--- config.mk ---
export PLATFORM = sky130hd
export DESIGN_NAME = hop_lock_controller_top_flat
export DESIGN_NICKNAME = d
export VERILOG_FILES = /design/src/rtl/hlc_pkg.sv /design/src/rtl/hlc_if.sv /design/src/rtl/hlc_cfg.sv /design/src/rtl/hlc_core.sv /design/src/rtl/hop_lock_controller_top.sv /design/src/flat_wrapper.sv
export SDC_FILE = /design/constraint.sdc
export NUM_CORES = 1
export LEC_CHECK = 0
export BUFFER_PORTS_ARGS = -buffer_cell sky130_fd_sc_hd__buf_2
export CAP_MARGIN = 20
export CORE_MARGIN = 2
export CORE_UTILIZATION = 65
export DETAILED_ROUTE_END_ITERATION = 10
export PLACE_DENSITY = 0.84
export SYNTH_ARGS = -nofsm -noshare
export SYNTH_HDL_FRONTEND = slang
export SYNTH_SLANG_ARGS = --single-unit
--- constraint.sdc ---
create_clock -name clk -period 9.15 [get_ports clk]
set_input_delay 0.915 -clock clk [delete_from_list [all_inputs] [get_ports clk]]
set_output_delay 0.915 -clock clk [all_outputs]
set_load 0.01 [all_outputs]
--- src/rtl/hlc_pkg.sv ---
package hlc_pkg;

	// Channel count clamp: hop sequence length and index width
	localparam int MAX_CHANNELS = 64;
	localparam int IDX_W        = 6;
	localparam int CNT_W        = 7;
	localparam int CHAN_LIMIT_I = (MAX_CHANNELS < (1 << IDX_W)) ? MAX_CHANNELS : (1 << IDX_W);
	localparam logic [CNT_W-1:0] CHAN_LIMIT = CNT_W'(CHAN_LIMIT_I);

	localparam int CFG_DATA_W = 8;
	localparam int CFG_IDX_W  = 2;

	localparam logic [CFG_IDX_W-1:0] REG_CHANNELS   = 2'd0;
	localparam logic [CFG_IDX_W-1:0] REG_FRAMES     = 2'd1;
	localparam logic [CFG_IDX_W-1:0] REG_LOCK_PHASE = 2'd2;
	localparam logic [CFG_IDX_W-1:0] REG_FAIL_LIMIT = 2'd3;

	localparam logic OP_FRAME  = 1'b0;
	localparam logic OP_REPORT = 1'b1;

	localparam logic [3:0] PARTIAL_LIMIT = 4'd10;
	localparam logic [3:0] PARTIAL_MAX   = 4'd15;
	localparam logic [7:0] MISS_MAX      = 8'd255;

	typedef struct packed {
		logic [CNT_W-1:0] chan_count;     // effective channel count, 1..CHAN_LIMIT
		logic             chan_reload;    // channels_in_use written this cycle
		logic [3:0]       frames_per_hop;
		logic [2:0]       lock_hop_phase;
		logic [7:0]       fail_limit;
	} cfg_t;

endpackage

--- src/rtl/hlc_if.sv ---
interface hlc_item_if;
	logic       valid;
	logic       ready;
	logic       operation;
	logic       received_ok;
	logic [2:0] sender_hop_count;

	modport source (output valid, operation, received_ok, sender_hop_count, input ready);
	modport sink   (input valid, operation, received_ok, sender_hop_count, output ready);
endinterface

interface hlc_result_if;
	logic       valid;
	logic       ready;
	logic [5:0] channel_index;
	logic       retune;
	logic [1:0] link_state;

	modport source (output valid, channel_index, retune, link_state, input ready);
	modport sink   (input valid, channel_index, retune, link_state, output ready);
endinterface

--- src/rtl/hlc_cfg.sv ---
module hlc_cfg (
	input  logic                           clk,
	input  logic                           arst_n,
	input  logic                           wr_en,
	input  logic [hlc_pkg::CFG_IDX_W-1:0]  wr_index,
	input  logic [hlc_pkg::CFG_DATA_W-1:0] wr_data,
	output hlc_pkg::cfg_t                  cfg
);
	import hlc_pkg::*;

	logic [CNT_W-1:0] channels_q;
	logic [3:0]       frames_q;
	logic [2:0]       lock_phase_q;
	logic [7:0]       fail_limit_q;
	logic [CNT_W-1:0] count;

	always_ff @(posedge clk or negedge arst_n) begin
		if (!arst_n) begin
			channels_q   <= 7'd8;
			frames_q     <= 4'd4;
			lock_phase_q <= 3'd0;
			fail_limit_q <= 8'd10;
		end else if (wr_en) begin
			case (wr_index)
				REG_CHANNELS:   channels_q   <= wr_data[CNT_W-1:0];
				REG_FRAMES:     frames_q     <= wr_data[3:0];
				REG_LOCK_PHASE: lock_phase_q <= wr_data[2:0];
				REG_FAIL_LIMIT: fail_limit_q <= wr_data[7:0];
				default: ;
			endcase
		end
	end

	// Zero counts as one channel; saturate at the sequence limit
	always_comb begin
		if (channels_q == '0)
			count = CNT_W'(1);
		else if (channels_q > CHAN_LIMIT)
			count = CHAN_LIMIT;
		else
			count = channels_q;
	end

	assign cfg.chan_count     = count;
	assign cfg.chan_reload    = wr_en && (wr_index == REG_CHANNELS);
	assign cfg.frames_per_hop = frames_q;
	assign cfg.lock_hop_phase = lock_phase_q;
	assign cfg.fail_limit     = fail_limit_q;

endmodule

--- src/rtl/hlc_core.sv ---
module hlc_core (
	input  logic          clk,
	input  logic          arst_n,
	input  hlc_pkg::cfg_t cfg,
	hlc_item_if.sink      item,
	hlc_result_if.source  result
);
	import hlc_pkg::*;

	typedef enum logic [1:0] {
		LINK_SCAN    = 2'd0,
		LINK_PARTIAL = 2'd1,
		LINK_FULL    = 2'd2
	} link_t;

	// input register
	logic       valid_s1;
	logic       op_s1;
	logic       ok_s1;
	logic [2:0] shc_s1;

	// result register
	logic             valid_s2;
	logic [IDX_W-1:0] chan_s2;
	logic             retune_s2;
	logic [1:0]       link_s2;

	// link state
	link_t            link_q;
	logic [IDX_W-1:0] chan_q;
	logic [IDX_W-1:0] red_q;     // chan_q reduced modulo the channel count
	logic [3:0]       hop_q;
	logic [IDX_W-1:0] sweep_q;
	logic [2:0]       scan_q;
	logic [3:0]       partial_q;
	logic [7:0]       miss_q;

	logic busy;
	logic s2_free;
	logic advance;

	// next-state logic
	link_t            link_d;
	logic [3:0]       hop_d;
	logic [3:0]       partial_d;
	logic [7:0]       miss_d;
	logic             do_step;
	logic             step_up;
	logic [1:0]       step_amt;
	logic [4:0]       hop_inc;
	logic [7:0]       up0;
	logic [7:0]       up1;
	logic [7:0]       up2;
	logic [CNT_W-1:0] down_v;
	logic [IDX_W-1:0] idx_new;
	logic [CNT_W-1:0] sweep_inc;
	logic [3:0]       scan_inc;
	logic [IDX_W-1:0] sweep_new;
	logic [2:0]       scan_new;

	assign busy    = {1'b0, red_q} >= cfg.chan_count;
	assign s2_free = !valid_s2 || result.ready;
	assign advance = valid_s1 && !busy && s2_free;

	assign item.ready = !valid_s1 || advance;

	always_comb begin
		link_d    = link_q;
		hop_d     = hop_q;
		partial_d = partial_q;
		miss_d    = miss_q;
		do_step   = 1'b0;
		step_up   = 1'b0;
		step_amt  = 2'd0;
		hop_inc   = {1'b0, hop_q} + 5'd1;

		if (op_s1 == OP_FRAME) begin
			if (hop_inc >= {1'b0, cfg.frames_per_hop})
				hop_d = 4'd0;
			else
				hop_d = hop_inc[3:0];
			if (link_q == LINK_SCAN) begin
				do_step = (hop_d == {1'b0, scan_q});
			end else if (link_q == LINK_FULL) begin
				do_step  = (hop_d == {1'b0, cfg.lock_hop_phase});
				step_up  = 1'b1;
				step_amt = 2'd1;
			end
		end else begin
			if (ok_s1) begin
				miss_d = 8'd0;
				hop_d  = {1'b0, shc_s1};
				if (link_q == LINK_SCAN) begin
					do_step   = 1'b1;
					step_up   = 1'b1;
					step_amt  = 2'd2;
					link_d    = LINK_PARTIAL;
					partial_d = 4'd0;
				end else if (link_q == LINK_PARTIAL) begin
					if (partial_q < PARTIAL_MAX)
						partial_d = partial_q + 4'd1;
					link_d = (partial_d > PARTIAL_LIMIT) ? LINK_SCAN : LINK_FULL;
				end
			end else if (miss_q < MISS_MAX) begin
				miss_d = miss_q + 8'd1;
			end
			if (miss_d >= cfg.fail_limit) begin
				miss_d = 8'd0;
				link_d = LINK_SCAN;
			end
		end
	end

	// Channel step from the reduced index: at most two subtractions wrap it back
	always_comb begin
		up0    = {2'b00, red_q} + {6'd0, step_amt};
		up1    = (up0 >= {1'b0, cfg.chan_count}) ? up0 - {1'b0, cfg.chan_count} : up0;
		up2    = (up1 >= {1'b0, cfg.chan_count}) ? up1 - {1'b0, cfg.chan_count} : up1;
		down_v = (red_q == '0) ? cfg.chan_count - CNT_W'(1) : {1'b0, red_q} - CNT_W'(1);
		idx_new = step_up ? up2[IDX_W-1:0] : down_v[IDX_W-1:0];

		sweep_inc = {1'b0, sweep_q} + CNT_W'(1);
		scan_inc  = {1'b0, scan_q} + 4'd1;
		if (sweep_inc >= cfg.chan_count) begin
			sweep_new = '0;
			if (scan_inc >= cfg.frames_per_hop || scan_inc[3])
				scan_new = 3'd0;
			else
				scan_new = scan_inc[2:0];
		end else begin
			sweep_new = sweep_inc[IDX_W-1:0];
			scan_new  = scan_q;
		end
	end

	always_ff @(posedge clk or negedge arst_n) begin
		if (!arst_n) begin
			valid_s1 <= 1'b0;
		end else if (item.ready) begin
			valid_s1 <= item.valid;
		end
	end

	always_ff @(posedge clk) begin
		if (item.ready && item.valid) begin
			op_s1  <= item.operation;
			ok_s1  <= item.received_ok;
			shc_s1 <= item.sender_hop_count;
		end
	end

	always_ff @(posedge clk or negedge arst_n) begin
		if (!arst_n) begin
			valid_s2 <= 1'b0;
		end else if (s2_free) begin
			valid_s2 <= advance;
		end
	end

	always_ff @(posedge clk) begin
		if (advance) begin
			chan_s2   <= do_step ? idx_new : chan_q;
			retune_s2 <= do_step;
			link_s2   <= link_d;
		end
	end

	always_ff @(posedge clk or negedge arst_n) begin
		if (!arst_n) begin
			link_q    <= LINK_SCAN;
			chan_q    <= '0;
			red_q     <= '0;
			hop_q     <= '0;
			sweep_q   <= '0;
			scan_q    <= '0;
			partial_q <= '0;
			miss_q    <= '0;
		end else begin
			// restart the reduction from the raw index whenever channels_in_use is written
			if (cfg.chan_reload)
				red_q <= chan_q;
			else if (busy)
				red_q <= red_q - cfg.chan_count[IDX_W-1:0];
			else if (advance && do_step)
				red_q <= idx_new;

			if (advance) begin
				link_q    <= link_d;
				hop_q     <= hop_d;
				partial_q <= partial_d;
				miss_q    <= miss_d;
				if (do_step) begin
					chan_q  <= idx_new;
					sweep_q <= sweep_new;
					scan_q  <= scan_new;
				end
			end
		end
	end

	assign result.valid         = valid_s2;
	assign result.channel_index = chan_s2;
	assign result.retune        = retune_s2;
	assign result.link_state    = link_s2;

	a_step_reduced: assert property (@(posedge clk) disable iff (!arst_n)
		advance && do_step |=> chan_q == red_q)
		else $error("stepped index and reduced index disagree");

	a_no_work_while_busy: assert property (@(posedge clk) disable iff (!arst_n)
		advance |-> {1'b0, red_q} < cfg.chan_count)
		else $error("item processed with an unreduced channel index");

	a_hop_wrap: assert property (@(posedge clk) disable iff (!arst_n)
		advance && op_s1 == OP_FRAME && !cfg.chan_reload
		|=> hop_q < cfg.frames_per_hop || hop_q == 4'd0)
		else $error("hop counter beyond frames per hop after a frame tick");

	a_miss_below_limit: assert property (@(posedge clk) disable iff (!arst_n)
		advance && op_s1 == OP_REPORT |=> miss_q < cfg.fail_limit || miss_q == 8'd0)
		else $error("miss counter left at or above the fail limit");

endmodule

--- src/rtl/hop_lock_controller_top.sv ---
// Lock and channel-hop controller: each beat on item is either a frame-start tick
// (operation 0) or a receive report (operation 1) and yields exactly one beat on result
// with the channel index, a retune flag and the link state after the update. Items are
// taken one per clock cycle unless a reduction is pending or the result is stalled; each
// passes through the input register, then the result register holding the updated state,
// and a stalled result keeps its successor in the input register. Configuration must be
// written through wr_en/wr_index/wr_data only while the block is idle; the block itself
// does not enforce this. After a write to channels_in_use the current index is reduced
// modulo the new count by one subtraction per cycle, and item processing waits until done.
module hop_lock_controller_top (
	input  logic                           clk,
	input  logic                           arst_n,
	hlc_item_if.sink                       item,
	hlc_result_if.source                   result,
	input  logic                           wr_en,
	input  logic [hlc_pkg::CFG_IDX_W-1:0]  wr_index,
	input  logic [hlc_pkg::CFG_DATA_W-1:0] wr_data
);
	import hlc_pkg::*;

	cfg_t cfg;

	hlc_cfg u_cfg (
		.clk      (clk),
		.arst_n   (arst_n),
		.wr_en    (wr_en),
		.wr_index (wr_index),
		.wr_data  (wr_data),
		.cfg      (cfg)
	);

	hlc_core u_core (
		.clk    (clk),
		.arst_n (arst_n),
		.cfg    (cfg),
		.item   (item),
		.result (result)
	);

endmodule
--- src/flat_wrapper.sv ---
// flat-port wrapper written by rule: the top's interface ports become plain ports
module hop_lock_controller_top_flat import hlc_pkg::*;
  (clk, arst_n, wr_en, wr_index, wr_data, item_valid, item_operation, item_received_ok, item_sender_hop_count, item_ready, result_valid, result_channel_index, result_retune, result_link_state, result_ready);
  hlc_item_if item_i ();
  hlc_result_if result_i ();
  input  logic clk;
  input  logic arst_n;
  input  logic wr_en;
  input  logic [hlc_pkg::CFG_IDX_W-1:0] wr_index;
  input  logic [hlc_pkg::CFG_DATA_W-1:0] wr_data;
  input wire logic [$bits(item_i.valid)-1:0] item_valid;
  input wire logic [$bits(item_i.operation)-1:0] item_operation;
  input wire logic [$bits(item_i.received_ok)-1:0] item_received_ok;
  input wire logic [$bits(item_i.sender_hop_count)-1:0] item_sender_hop_count;
  output wire logic [$bits(item_i.ready)-1:0] item_ready;
  output wire logic [$bits(result_i.valid)-1:0] result_valid;
  output wire logic [$bits(result_i.channel_index)-1:0] result_channel_index;
  output wire logic [$bits(result_i.retune)-1:0] result_retune;
  output wire logic [$bits(result_i.link_state)-1:0] result_link_state;
  input wire logic [$bits(result_i.ready)-1:0] result_ready;
  assign item_i.valid = item_valid;
  assign item_i.operation = item_operation;
  assign item_i.received_ok = item_received_ok;
  assign item_i.sender_hop_count = item_sender_hop_count;
  assign item_ready = item_i.ready;
  assign result_valid = result_i.valid;
  assign result_channel_index = result_i.channel_index;
  assign result_retune = result_i.retune;
  assign result_link_state = result_i.link_state;
  assign result_i.ready = result_ready;
  hop_lock_controller_top u_core (.clk(clk), .arst_n(arst_n), .item(item_i), .result(result_i), .wr_en(wr_en), .wr_index(wr_index), .wr_data(wr_data));
endmodule
After elaboration in Yosys (flattened, before gate mapping)
Cells that the tools add are included.
{"block": "word_totals", "inputBits": 20, "regBits": 77, "output_inout_bits": 11, "elab_cells": 122}
{"block": "op_classes", "n_eq_ne": 8, "mux": 46, "addsub": 11, "order_cmp": 11, "reduce_logical": 26}
{"cell": "$mux W6", "count": 8}
{"cell": "$mux W4", "count": 11}
{"cell": "$mux W8", "count": 5}
{"cell": "$mux W2", "count": 9}
{"cell": "$ge A7 B7 Y1", "count": 2}
{"cell": "$mux W7", "count": 2}
{"cell": "$reduce_and A2 Y1", "count": 7}
{"cell": "$sub A6 B1 Y6 const B", "count": 2}
{"cell": "$sub A6 B6 Y6", "count": 2}
{"cell": "$mux W1", "count": 10}
{"cell": "$add A8 B1 Y8 const B", "count": 1}
{"cell": "$eq A4 B3 Y1", "count": 2}
{"cell": "$ge A8 B7 Y1", "count": 1}
{"cell": "$ge A8 B8 Y1", "count": 1}
{"cell": "$lt A8 B8 Y1 const B", "count": 1}
{"cell": "$sub A7 B7 Y8", "count": 1}
{"cell": "$add A6 B1 Y7 const B", "count": 1}
{"cell": "$add A6 B2 Y7", "count": 1}
{"cell": "$ge A6 B7 Y1", "count": 1}
{"cell": "$gt A7 B7 Y1 const B", "count": 1}
{"cell": "$logic_not A7 Y1", "count": 1}
{"cell": "$eq A2 B2 Y1 const B", "count": 3}
{"cell": "$logic_not A6 Y1", "count": 1}
{"cell": "$add A4 B1 Y5 const B", "count": 1}
{"cell": "other kinds (17)", "count": 27}

Logic depth before layout (Yosys ltp)
Gate-level depths: netlist of the first run.
{"block": "depth", "depth_word": 13, "mapped_depth": 27, "ltp_nobuf": 25}

By module
A second synthesis of the first run with hierarchy kept.
{"block": "hier_totals", "cells_unflattened": 636, "hier_area_um2": 6054.6}
{"mod": "hlc_core", "instances": 1, "cells_each": 579, "seq_area_each_um2": 1446.4, "area_per_inst_um2": 5151.2}
{"mod": "hlc_cfg", "instances": 1, "cells_each": 57, "seq_area_each_um2": 555.5, "area_per_inst_um2": 903.4}

Worst setup path before layout of the first run
OpenSTA, ideal clock, no wires.
{"block": "synth_timing", "path_type": "reg-to-reg", "from": "reg u_core.u_core.link_q[1]", "to": "reg u_core.u_core.red_q[1]", "t_required_ns": 9.060, "period_less_slack_ns": 5.670, "setup_ns": 0.090, "n_path_buf": 2, "path_stages_with_launch": 27, "t_arrival_ns": 5.580, "setup_slack_ns": 3.480, "cell_sequence": "dfrtp_1 -> inv_1 -> ha_1 -> clkbuf_1 -> nand3_1 -> inv_1 -> fa_1 -> nand3_1 -> xnor2_1 -> ha_1 -> buf_6 -> a21o_1 -> a21o_1 -> o21ai_0 -> a21oi_1 -> a21oi_1 -> ha_1 -> inv_1 -> fa_1 -> a21oi_1 -> o21ai_0 -> a221o_1 -> a31o_2 -> or4b_1 -> o221a_2 -> mux2_4 -> o31ai_4"}
{"block": "synth_via", "elab_chain_cells": 13, "word_cells_on_any_way": 28, "classes_between": "3 x add/sub; 2 x order compare; 1 x eq/ne; 19 x mux; 3 x reduce/logical"}
{"item": "start: declaration", "line": "hlc_core.sv:29", "rtl": "link_t link_q;"}
{"item": "start signal: assignment", "line": "hlc_core.sv:188", "rtl": "link_q <= link_d;"}
{"item": "$eq A2 B2 Y1 or $logic_not A2 Y1 (tied branches)", "line": "hlc_core.sv:84, hlc_core.sv:82, hlc_core.sv:93"}
{"item": "$mux W1 or $mux W2 (tied branches)", "line": "hlc_core.sv:84, hlc_core.sv:93"}
{"item": "$mux W1 or $mux W2 (tied branches)", "line": "hlc_core.sv:82, hlc_core.sv:90"}
{"item": "$mux W2", "line": "hlc_core.sv:77", "rtl": "if (op_s1 == OP_FRAME) begin"}
{"item": "$add A6 B2 Y7", "line": "hlc_core.sv:116", "rtl": "up0 = {2'b00, red_q} + {6'd0, step_amt};"}
{"item": "$sub A7 B7 Y8 or $ge A7 B7 Y1 (tied branches)", "line": "hlc_core.sv:117", "rtl": "up1 = (up0 >= {1'b0, cfg.chan_count}) ? up0 - {1'b0, cfg.chan_count} : up0;"}
{"item": "$mux W8", "line": "hlc_core.sv:117"}
{"item": "$ge A8 B7 Y1 or $sub A6 B6 Y6 (tied branches)", "line": "hlc_core.sv:118", "rtl": "up2 = (up1 >= {1'b0, cfg.chan_count}) ? up1 - {1'b0, cfg.chan_count} : up1;"}
{"item": "$mux W6", "line": "hlc_core.sv:118"}
{"item": "$mux W6", "line": "hlc_core.sv:120", "rtl": "idx_new = step_up ? up2[IDX_W-1:0] : down_v[IDX_W-1:0];"}
{"item": "$mux W6", "line": "hlc_core.sv:184", "rtl": "else if (advance && do_step)"}
{"item": "$mux W6", "line": "hlc_core.sv:182", "rtl": "else if (busy)"}
{"item": "$mux W6", "line": "hlc_core.sv:180", "rtl": "if (cfg.chan_reload)"}
{"item": "end signal: assignment", "line": "hlc_core.sv:181", "rtl": "red_q <= chan_q;"}
{"item": "end signal: assignment", "line": "hlc_core.sv:183", "rtl": "red_q <= red_q - cfg.chan_count[IDX_W-1:0];"}
{"item": "end signal: assignment", "line": "hlc_core.sv:185", "rtl": "red_q <= idx_new;"}
{"item": "end: declaration", "line": "hlc_core.sv:31", "rtl": "logic [IDX_W-1:0] red_q;"}
Parallel ways exist; a longest one is shown, timed or not. The select of a mux whose other input is x is not followed.
A chain may end at the register's enable or synchronous reset.

Final worst setup path of the first run
{"block": "layout_timing", "from": "reg u_core.u_core.link_q[0]", "to": "reg u_core.u_core.chan_s2[5], in the netlist u_core.u_core.result.channel_index[5], data pin"}
{"block": "layout_via", "elab_chain_cells": 11, "word_cells_on_any_way": 24, "classes_between": "3 x add/sub; 2 x order compare; 1 x eq/ne; 17 x mux; 1 x reduce/logical"}
{"item": "$eq A2 B2 Y1 or $logic_not A2 Y1 (tied branches)", "line": "hlc_core.sv:84, hlc_core.sv:82, hlc_core.sv:93"}
{"item": "$mux W1 or $mux W2 (tied branches)", "line": "hlc_core.sv:84, hlc_core.sv:93"}
{"item": "$mux W1 or $mux W2 (tied branches)", "line": "hlc_core.sv:82, hlc_core.sv:90"}
{"item": "$mux W2", "line": "hlc_core.sv:77"}
{"item": "$add A6 B2 Y7", "line": "hlc_core.sv:116"}
{"item": "$sub A7 B7 Y8 or $ge A7 B7 Y1 (tied branches)", "line": "hlc_core.sv:117"}
{"item": "$mux W8", "line": "hlc_core.sv:117"}
{"item": "$ge A8 B7 Y1 or $sub A6 B6 Y6 (tied branches)", "line": "hlc_core.sv:118"}
{"item": "$mux W6", "line": "hlc_core.sv:118"}
{"item": "$mux W6", "line": "hlc_core.sv:120"}
{"item": "$mux W6 *"}
{"item": "end signal: assignment", "line": "hlc_core.sv:162", "rtl": "chan_s2 <= do_step ? idx_new : chan_q;"}
{"item": "end: declaration", "line": "hlc_core.sv:24", "rtl": "logic [IDX_W-1:0] chan_s2;"}
Every way passes the cells marked *; elsewhere a longest branch is shown, timed or not.

==> results of run 1 <==
area by class of cell:
type / instances / area, sq um / share of cell area, %
inverter: 37 / 139 / 2.20
clock buffer: 9 / 124 / 1.97
tap: 108 / 135 / 2.14
sequential: 77 / 2000 / 31.8
timing repair buffer: 32 / 165 / 2.62
clock inverter: 7 / 78.8 / 1.25
multi-input combinational: 509 / 3660 / 58.1
per-layer routing:
layer  vias to the layer above  wire length, microns  track usage (%)
li1                       2393                     -                -
met1                      2439                  6160             40.9
met2                       243                  7090             51.5
met3                        60                   914             5.39
met4                         0                   460             11.9
met5                         -                     0                0
registers in the layout (all words and copies together), names as in the netlist, 2 cells and up:
signal	flops
u_core.u_cfg.fail_limit_q	8
u_core.u_core.miss_q	8
u_core.u_cfg.channels_q	7
u_core.u_core.chan_q	6
u_core.u_core.red_q	6
u_core.u_core.result.channel_index	6
u_core.u_core.sweep_q	6
u_core.u_cfg.frames_q	4
u_core.u_core.hop_q	4
u_core.u_core.partial_q	4
u_core.u_cfg.lock_phase_q	3
u_core.u_core.scan_q	3
u_core.u_core.shc_s1	3
u_core.u_core.link_q	2
u_core.u_core.result.link_state	2
stage by stage:
step                      cell area (sq um)  utilization (%)  total power, uW  std cells
after CTS                              6300             71.9             2250        779
after global placement                 6100             69.6             1900        763
after floorplan                        5870                -             1620        641
after global routing                   6300             71.9             2440        779
after detailed placement               6100             69.6             1960        763
final                                  6300             71.9             2270        779
kinds of logic after synthesis:
| family | after synthesis | synth area share (%) |
|---|---|---|
| AND/OR/NAND/NOR | 217 | 17.9 |
| AO/OA/AOI/OAI | 171 | 20.7 |
| flip-flops | 77 | 34.1 |
| adder cells (fa/ha/maj) | 60 | 13.3 |
| buffers and inverters | 55 | 3.71 |
| multiplexers | 33 | 6.22 |
| XOR/XNOR | 28 | 4.17 |
power groups by stage:
stage / Sequential [uW] / Combinational (uW) / Clock, uW
floorplan: 558 / 1060 / 0
global placement: 593 / 1310 / 0
detailed placement: 598 / 1360 / 0
CTS: 593 / 1380 / 277
global route: 612 / 1540 / 291
finish: 599 / 1400 / 273
layout by cell type, fill, tap and decap left out, types with 7 or more instances in the layout:
cell,count
nand2_1,66
dfrtp_1,59
ha_1,56
nor2_1,51
o21ai_0,44
inv_1,35
a21oi_1,33
buf_2,30
nand3_1,28
mux2_2,24
a21o_1,17
nand2b_1,17
xnor2_1,16
edfxtp_1,14
nor3_1,13
xor2_1,12
o31ai_1,9
clkbuf_8,9
o21a_1,8
mux2i_1,8
a31oi_1,7
tightest hold or removal path: stages (launching register included):
cell	delay, ns
dfrtp_1	0.37
nand2_1	0.05
nand2_1	0.06
worst max-delay path by stage:
stage,depth (start not counted),endpoint,slack [ns]
2_1_floorplan,26,u_core.u_core.red_q[1]$_DFFE_PN0P_,3.48
3_3_place_gp,23,u_core.u_core.red_q[1]$_DFFE_PN0P_,3.17
3_5_place_dp,25,u_core.u_core.red_q[1]$_DFFE_PN0P_,2.89
4_1_cts,25,u_core.u_core.red_q[1]$_DFFE_PN0P_,2.84
5_1_grt,25,u_core.u_core.red_q[4]$_DFFE_PN0P_,2.31
6_report,24,u_core.u_core.result.channel_index[5]$_DFFE_PP_,2.74
==> summary.txt, run 1 <==
Clock network
  – Total clock sinks: 77
  – CTS tree: yes
  – Clk_lat worst skew: 0.36 ns
  – Clock slew at reported path FFs: 0.09 ns
  – CTS buffer count: 9
  – Max clock buf depth: 2
  – Htree depth: 3
  – Setup Fix Bufs, Post-CTS: 0
  – Hold buffer count at CTS: 0
  – CTS resizes: 0
  – Root buf cell: clkbuf_8

Critical path
  – Critical Path RT: 9.26 ns
  – Crit-path max FO: 9
  – CP max stage cell: o21ai_0
  – WS Path Type: reg -> reg
  – Worst R2R End: u_core.u_core.result.channel_index[5]$_DFFE_PP_
  – Reg2reg start: u_core.u_core.link_q[0]$_DFFE_PN0P_
  – CP delay by family, top: compound AO/OA/AOI/OAI gates
  – Crit start category: register
  – Worst Path Buf+Inv: 3
  – Worst path cell trace: inv_1 > ha_1 > nand3_1 > inv_1 > ha_1 > a21oi_1 > nor2_1 > xor2_1 > ha_1 > nand3_1 > o21ba_2 > o21ai_0 > a21oi_1 > a21oi_1 > ha_1 > inv_1 > fa_1 > a21oi_1 > o21ai_0 > a221o_1 > a31o_2 > or2_2 > a211o_1 > mux2_2
  – Worst reg2reg path depth: 24
  – CP Launch Point: u_core.u_core.link_q[0]$_DFFE_PN0P_
  – Crit path largest cell delay: between 0.4 and 0.5 ns
  – Crit end category: register
  – Crit path arrival time: between 6 and 7 ns
  – Worst reg-to-reg setup slack: 2.74 ns

Synthesis
  – Number of flops mapped to enable cells by yosys: 14
  – Register area share after synthesis: between 30% and 40%
  – Most frequent cells after synthesis: nand2_1, dfrtp_1, ha_1, nor2_1, o21ai_0
  – Post-Syn Area per Cell: 9.16 sq um
  – Synth Flop Type: dfrtp_1
  – Distinct cells, synth: 71
  – Number of synthesis warnings: 0
  – Synth top area share: between 20% and 30%
  – Area contributors post-synth: dfrtp_1, ha_1, edfxtp_1
  – Yosys top cell by area: dfrtp_1
  – Post-synthesis cell count: 641
  – Post-synthesis async set-or-reset flop share: about four fifths
  – Post-synthesis sequential element count: 77
  – Top-count cell post-synth: nand2_1
  – Netlist Area Pre-Place: between 5000 and 6000 sq um
  – Synth Net Count: slightly above 700

Placement
  – Pre-CTS setup slack: between 2 and 3 ns
  – Post-DP HPWL: approximately 11 mm
  – Number of I/O port buffers: 30
  – Global placement routability congestion: 0.937

Power and ir drop
  – Cell Pwr Density: 361 nW/um^2
  – Sw power: 1100 uW
  – Comb pwr share: 61.7%
  – Int Pwr: 1180 uW
  – Worst vdd ir: ~0.14 mV
  – Flop pwr share: a little over a quarter
  – Sw frac: approximately half
  – Clk pwr share: around an eighth
  – P_leak: about 0.0029 uW

Route
  – DRC: 0
  – DRT iter0 DRCs: between 300 and 400
  – Vias per inst: approximately 6.6
  – Wirelength per Cell: 18.8 microns
  – DR pass1 iterations: 6
  – Detailed Route WL: 14.6 mm
  – Number of vias in the routed layout: approximately 5100
  – Post-route ant nets: 0

Cells and area
  – Area growth syn-to-layout: 7.31%
  – Antenna diodes: 0
  – Share of cells above drive strength 1: ~14%
  – Final-layout fill cell count: between 600 and 700
  – Fin nets: roughly 750

Timing
  – Tmin final: around 6.4 ns
  – Post-Route Setup TNS: 0 ns
  – WHS: 0.509 ns
  – RSZ-0062 raised after global routing: no
  – Slew headroom: a little over a third
  – Period utilization: between 70 and 80%
  – Setup violations, final: 0
  – Final Max Tran Viols: 0
  – Clk_skew: around 0.014 ns
  – Final Hold Viols: 0
  – Peak Freq: ~160 MHz
  – Final setup margin: roughly 2.7 ns
  – Slew @ Worst Pin: a little under 1 ns

Global route
  – Overall Global Routing Usage: about 31%
  – Antenna violations before repair: 0
  – Number of global-route vias before repair: approximately 5000
  – Grt ovf: 0
  – Maximum number of pins on one net before global-route repair: 64
  – First-pass GRT wire length: 24.5 mm

Floorplanning
  – Core area: 8760 sq um
  – Die Y: 99.1 microns
  – DIE AREA: 9810 sq um
  – Initial Util: between 60% and 70%
  – IO Pins: 31
  – Rows: 34
  – Die Width: a little under 100 microns

Min path
  – Hold Path Depth: 2
  – Hold path start: u_core.u_core.valid_s1$_DFFE_PN0N_
  – Hold Path End: u_core.u_core.result.valid$_DFFE_PN0N_
  – Hold Crit Class: reg -> reg

Outcome
  – Status: finished clean

Flow run
  – MaxCap Viol Count: 0
Note: power is estimated with default switching activity, not from simulation.
==> run 2, diff against run 1 <==
--- a/config.mk
+++ b/config.mk
@@ -8,9 +8,9 @@
 export BUFFER_PORTS_ARGS = -buffer_cell sky130_fd_sc_hd__buf_2
 export CAP_MARGIN = 20
 export CORE_MARGIN = 2
-export CORE_UTILIZATION = 65
+export CORE_UTILIZATION = 63
 export DETAILED_ROUTE_END_ITERATION = 10
-export PLACE_DENSITY = 0.84
+export PLACE_DENSITY = 0.82
 export SYNTH_ARGS = -nofsm -noshare
 export SYNTH_HDL_FRONTEND = slang
 export SYNTH_SLANG_ARGS = --single-unit
==> constraint.sdc (replaced) <==
create_clock -name clk -period 6.7 [get_ports clk]
set_input_delay 0.67 -clock clk [delete_from_list [all_inputs] [get_ports clk]]
set_output_delay 0.67 -clock clk [all_outputs]
set_load 0.01 [all_outputs]
==> summary.txt, run 2 (synthesized netlist as in run 1, its figures left out) <==
Route
  – DRT iter0 DRCs: between 400 and 500
  – Post-route ant nets: 0
  – Number of vias in the routed layout: between 5000 and 6000
  – Wirelength per Cell: between 15 and 20 microns
  – Detailed Route WL: roughly 14 mm
  – DRC: 0
  – DR pass1 iterations: 7
  – Vias per inst: around 6.4

Power and ir drop
  – Comb pwr share: about three fifths
  – Sw power: between 1000 and 1500 uW
  – P_leak: just under 0.003 uW
  – Flop pwr share: a little over a quarter
  – Clk pwr share: about an eighth
  – Total power: between 3000 and 4000 uW
  – Int Pwr: 1600 uW
  – Cell Pwr Density: between 400 and 500 nW/um^2
  – Worst vdd ir: between 0.2 and 0.25 mV
  – Sw frac: between 40% and 50%

Critical path
  – WS Path Type: reg -> reg
  – Crit path arrival time: between 6 and 7 ns
  – Crit end category: register
  – Worst reg-to-reg setup slack: 0.44 ns
  – Crit start category: register
  – Crit-path max FO: 9
  – Critical Path RT: around 7 ns

Clock network
  – Clock slew at reported path FFs: approximately 0.090 ns
  – CTS tree: yes
  – Root buf cell: clkbuf_8
  – Max clock buf depth: 2
  – Total clock sinks: 77
  – CTS buffer count: 9
  – Htree depth: 3
  – Clk_lat worst skew: ~0.38 ns

Timing
  – Slew @ Worst Pin: roughly 0.85 ns
  – RSZ-0062 raised after global routing: no
  – Post-Route Setup TNS: 0 ns
  – Slew headroom: 43.4%
  – Final Hold Viols: 0
  – Final setup margin: ~0.44 ns
  – Tmin final: 6.26 ns
  – Setup violations, final: 0
  – Final Max Tran Viols: 0
  – Peak Freq: between 150 and 200 MHz
  – Clk_skew: 0.0164 ns
  – Period utilization: between 90% and 100%

Global route
  – First-pass GRT wire length: ~23 mm
  – Number of global-route vias before repair: approximately 4700
  – Grt ovf: 0
  – Antenna violations before repair: 0
  – Overall Global Routing Usage: between 20% and 30%
  – Maximum number of pins on one net before global-route repair: 64

Cells and area
  – Top flop regs: u_core.u_cfg.fail_limit_q x8, u_core.u_core.miss_q x8, u_core.u_cfg.channels_q x7
  – Area growth syn-to-layout: 7.50%
  – Final-layout fill cell count: 724
  – Share of cells above drive strength 1: 14.3%
  – Commonest non-fill, non-tap cell in the layout: nand2_1
  – Fin nets: about 750
  – Non-Filler Instances: just under 800
  – Antenna diodes: 0
  – Most frequent cells in the layout: nand2_1, dfrtp_1, ha_1, nor2_1, o21ai_0
  – Final Core Density: between 60% and 70%

Flow run
  – MaxCap Viol Count: 0

Floorplanning
  – DIE AREA: between 10000 and 15000 sq um
  – Die Width: a little over 100 microns
  – Rows: 35
  – Initial Util: between 60% and 70%
  – IO Pins: 31
  – Core area: 9150 sq um
  – Die Y: between 100 and 150 microns

Min path
  – Hold Crit Class: in -> async

Placement
  – Post-DP HPWL: 10.7 mm
  – Pre-CTS setup slack: between 0.4 and 0.5 ns
  – Global placement routability congestion: ~0.95
  – Post-placement cell count: around 770
  – Number of I/O port buffers: 30

Outcome
  – Status: finished clean
==> run 2: cell types whose count changed in the layout (fill, tap and decap cells not counted), sizes merged <==
cell	before	now
clkinvlp	0	1
buf	32	33
clkinv	4	3
==> run 2: area by class of cell <==
| cell class | count | area [sq um] | area share (%) |
|---|---|---|---|
| well taps | 111 | 139 | 2.20 |
| inverters | 37 | 139 | 2.20 |
| repair buffers | 33 | 173 | 2.73 |
| flip-flops and latches | 77 | 2000 | 31.7 |
| clock inverters | 7 | 78.8 | 1.25 |
| multi-input cells | 509 | 3660 | 58.0 |
| clock buffers | 9 | 124 | 1.96 |
==> run 2: metal layers <==
metal  share of wire (%)  GRT usage [%]
met2                  47           46.4
met1                  44           39.4
met5                   0              0
met3                 6.9           6.17
met4                 1.5           8.32
==> run 2: power groups by stage <==
stage / combinational [uW] / sequential [uW] / clock (uW)
after global placement: 1780 / 801 / 0
after global routing: 2080 / 823 / 406
after detailed placement: 1840 / 809 / 0
final: 1880 / 806 / 389
after floorplan: 1450 / 761 / 0
after CTS: 1850 / 801 / 389
==> run 2: path summary, 6_finish.rpt <==
| path | endpoint | from | cells after the start |
|---|---|---|---|
| min in group clk | u_core.u_core.op_s1$_DFFE_PP_ | item_operation | 1 |
| max | u_core.u_core.red_q[1]$_DFFE_PN0P_ | u_core.u_core.link_q[0]$_DFFE_PN0P_ | 25 |
| min | u_core.u_core.miss_q[3]$_DFFE_PN0P_ | arst_n | 2 |
| min reg2reg | u_core.u_core.chan_q[3]$_DFFE_PN0P_ | u_core.u_core.chan_q[3]$_DFFE_PN0P_ | 2 |
| max reg2reg | u_core.u_core.red_q[1]$_DFFE_PN0P_ | u_core.u_core.link_q[0]$_DFFE_PN0P_ | 25 |
| max in group asynchronous | u_core.u_cfg.fail_limit_q[0]$_DFFE_PN0P_ | arst_n | 2 |
==> run 2: what timing repair did <==
action                     4_1_cts  5_1_grt
hold buffers                     0        0
gates resized for setup          0        1
setup endpoints to repair        0        1
buffers inserted                 0        0
==> run 2: per-stage QoR <==
step / cell area [sq um] / hold WS (ns)
3_3_place_gp: 6110 / 0.467
6_report: 6310 / 0.447
4_1_cts: 6310 / 0.450
2_1_floorplan: 5870 / 0.374
3_5_place_dp: 6110 / 0.501
5_1_grt: 6310 / 0.448
==> run 2: worst max-delay path, stage by stage (launching register included) <==
cell,delay (ns)
dfrtp_1,0.41
inv_1,0.16
ha_1,0.34
nand3_1,0.22
inv_1,0.24
ha_1,0.27
a21oi_1,0.17
nor2_1,0.08
xor2_1,0.16
ha_1,0.41
nand3_1,0.15
o21ba_2,0.30
o21a_1,0.22
nor2_1,0.11
a21oi_1,0.22
ha_1,0.21
inv_1,0.07
fa_1,0.44
a21oi_1,0.15
o21ai_0,0.15
a221o_1,0.34
a31o_2,0.28
or4b_1,0.48
o221a_2,0.16
mux2_4,0.28
o31ai_4,0.16
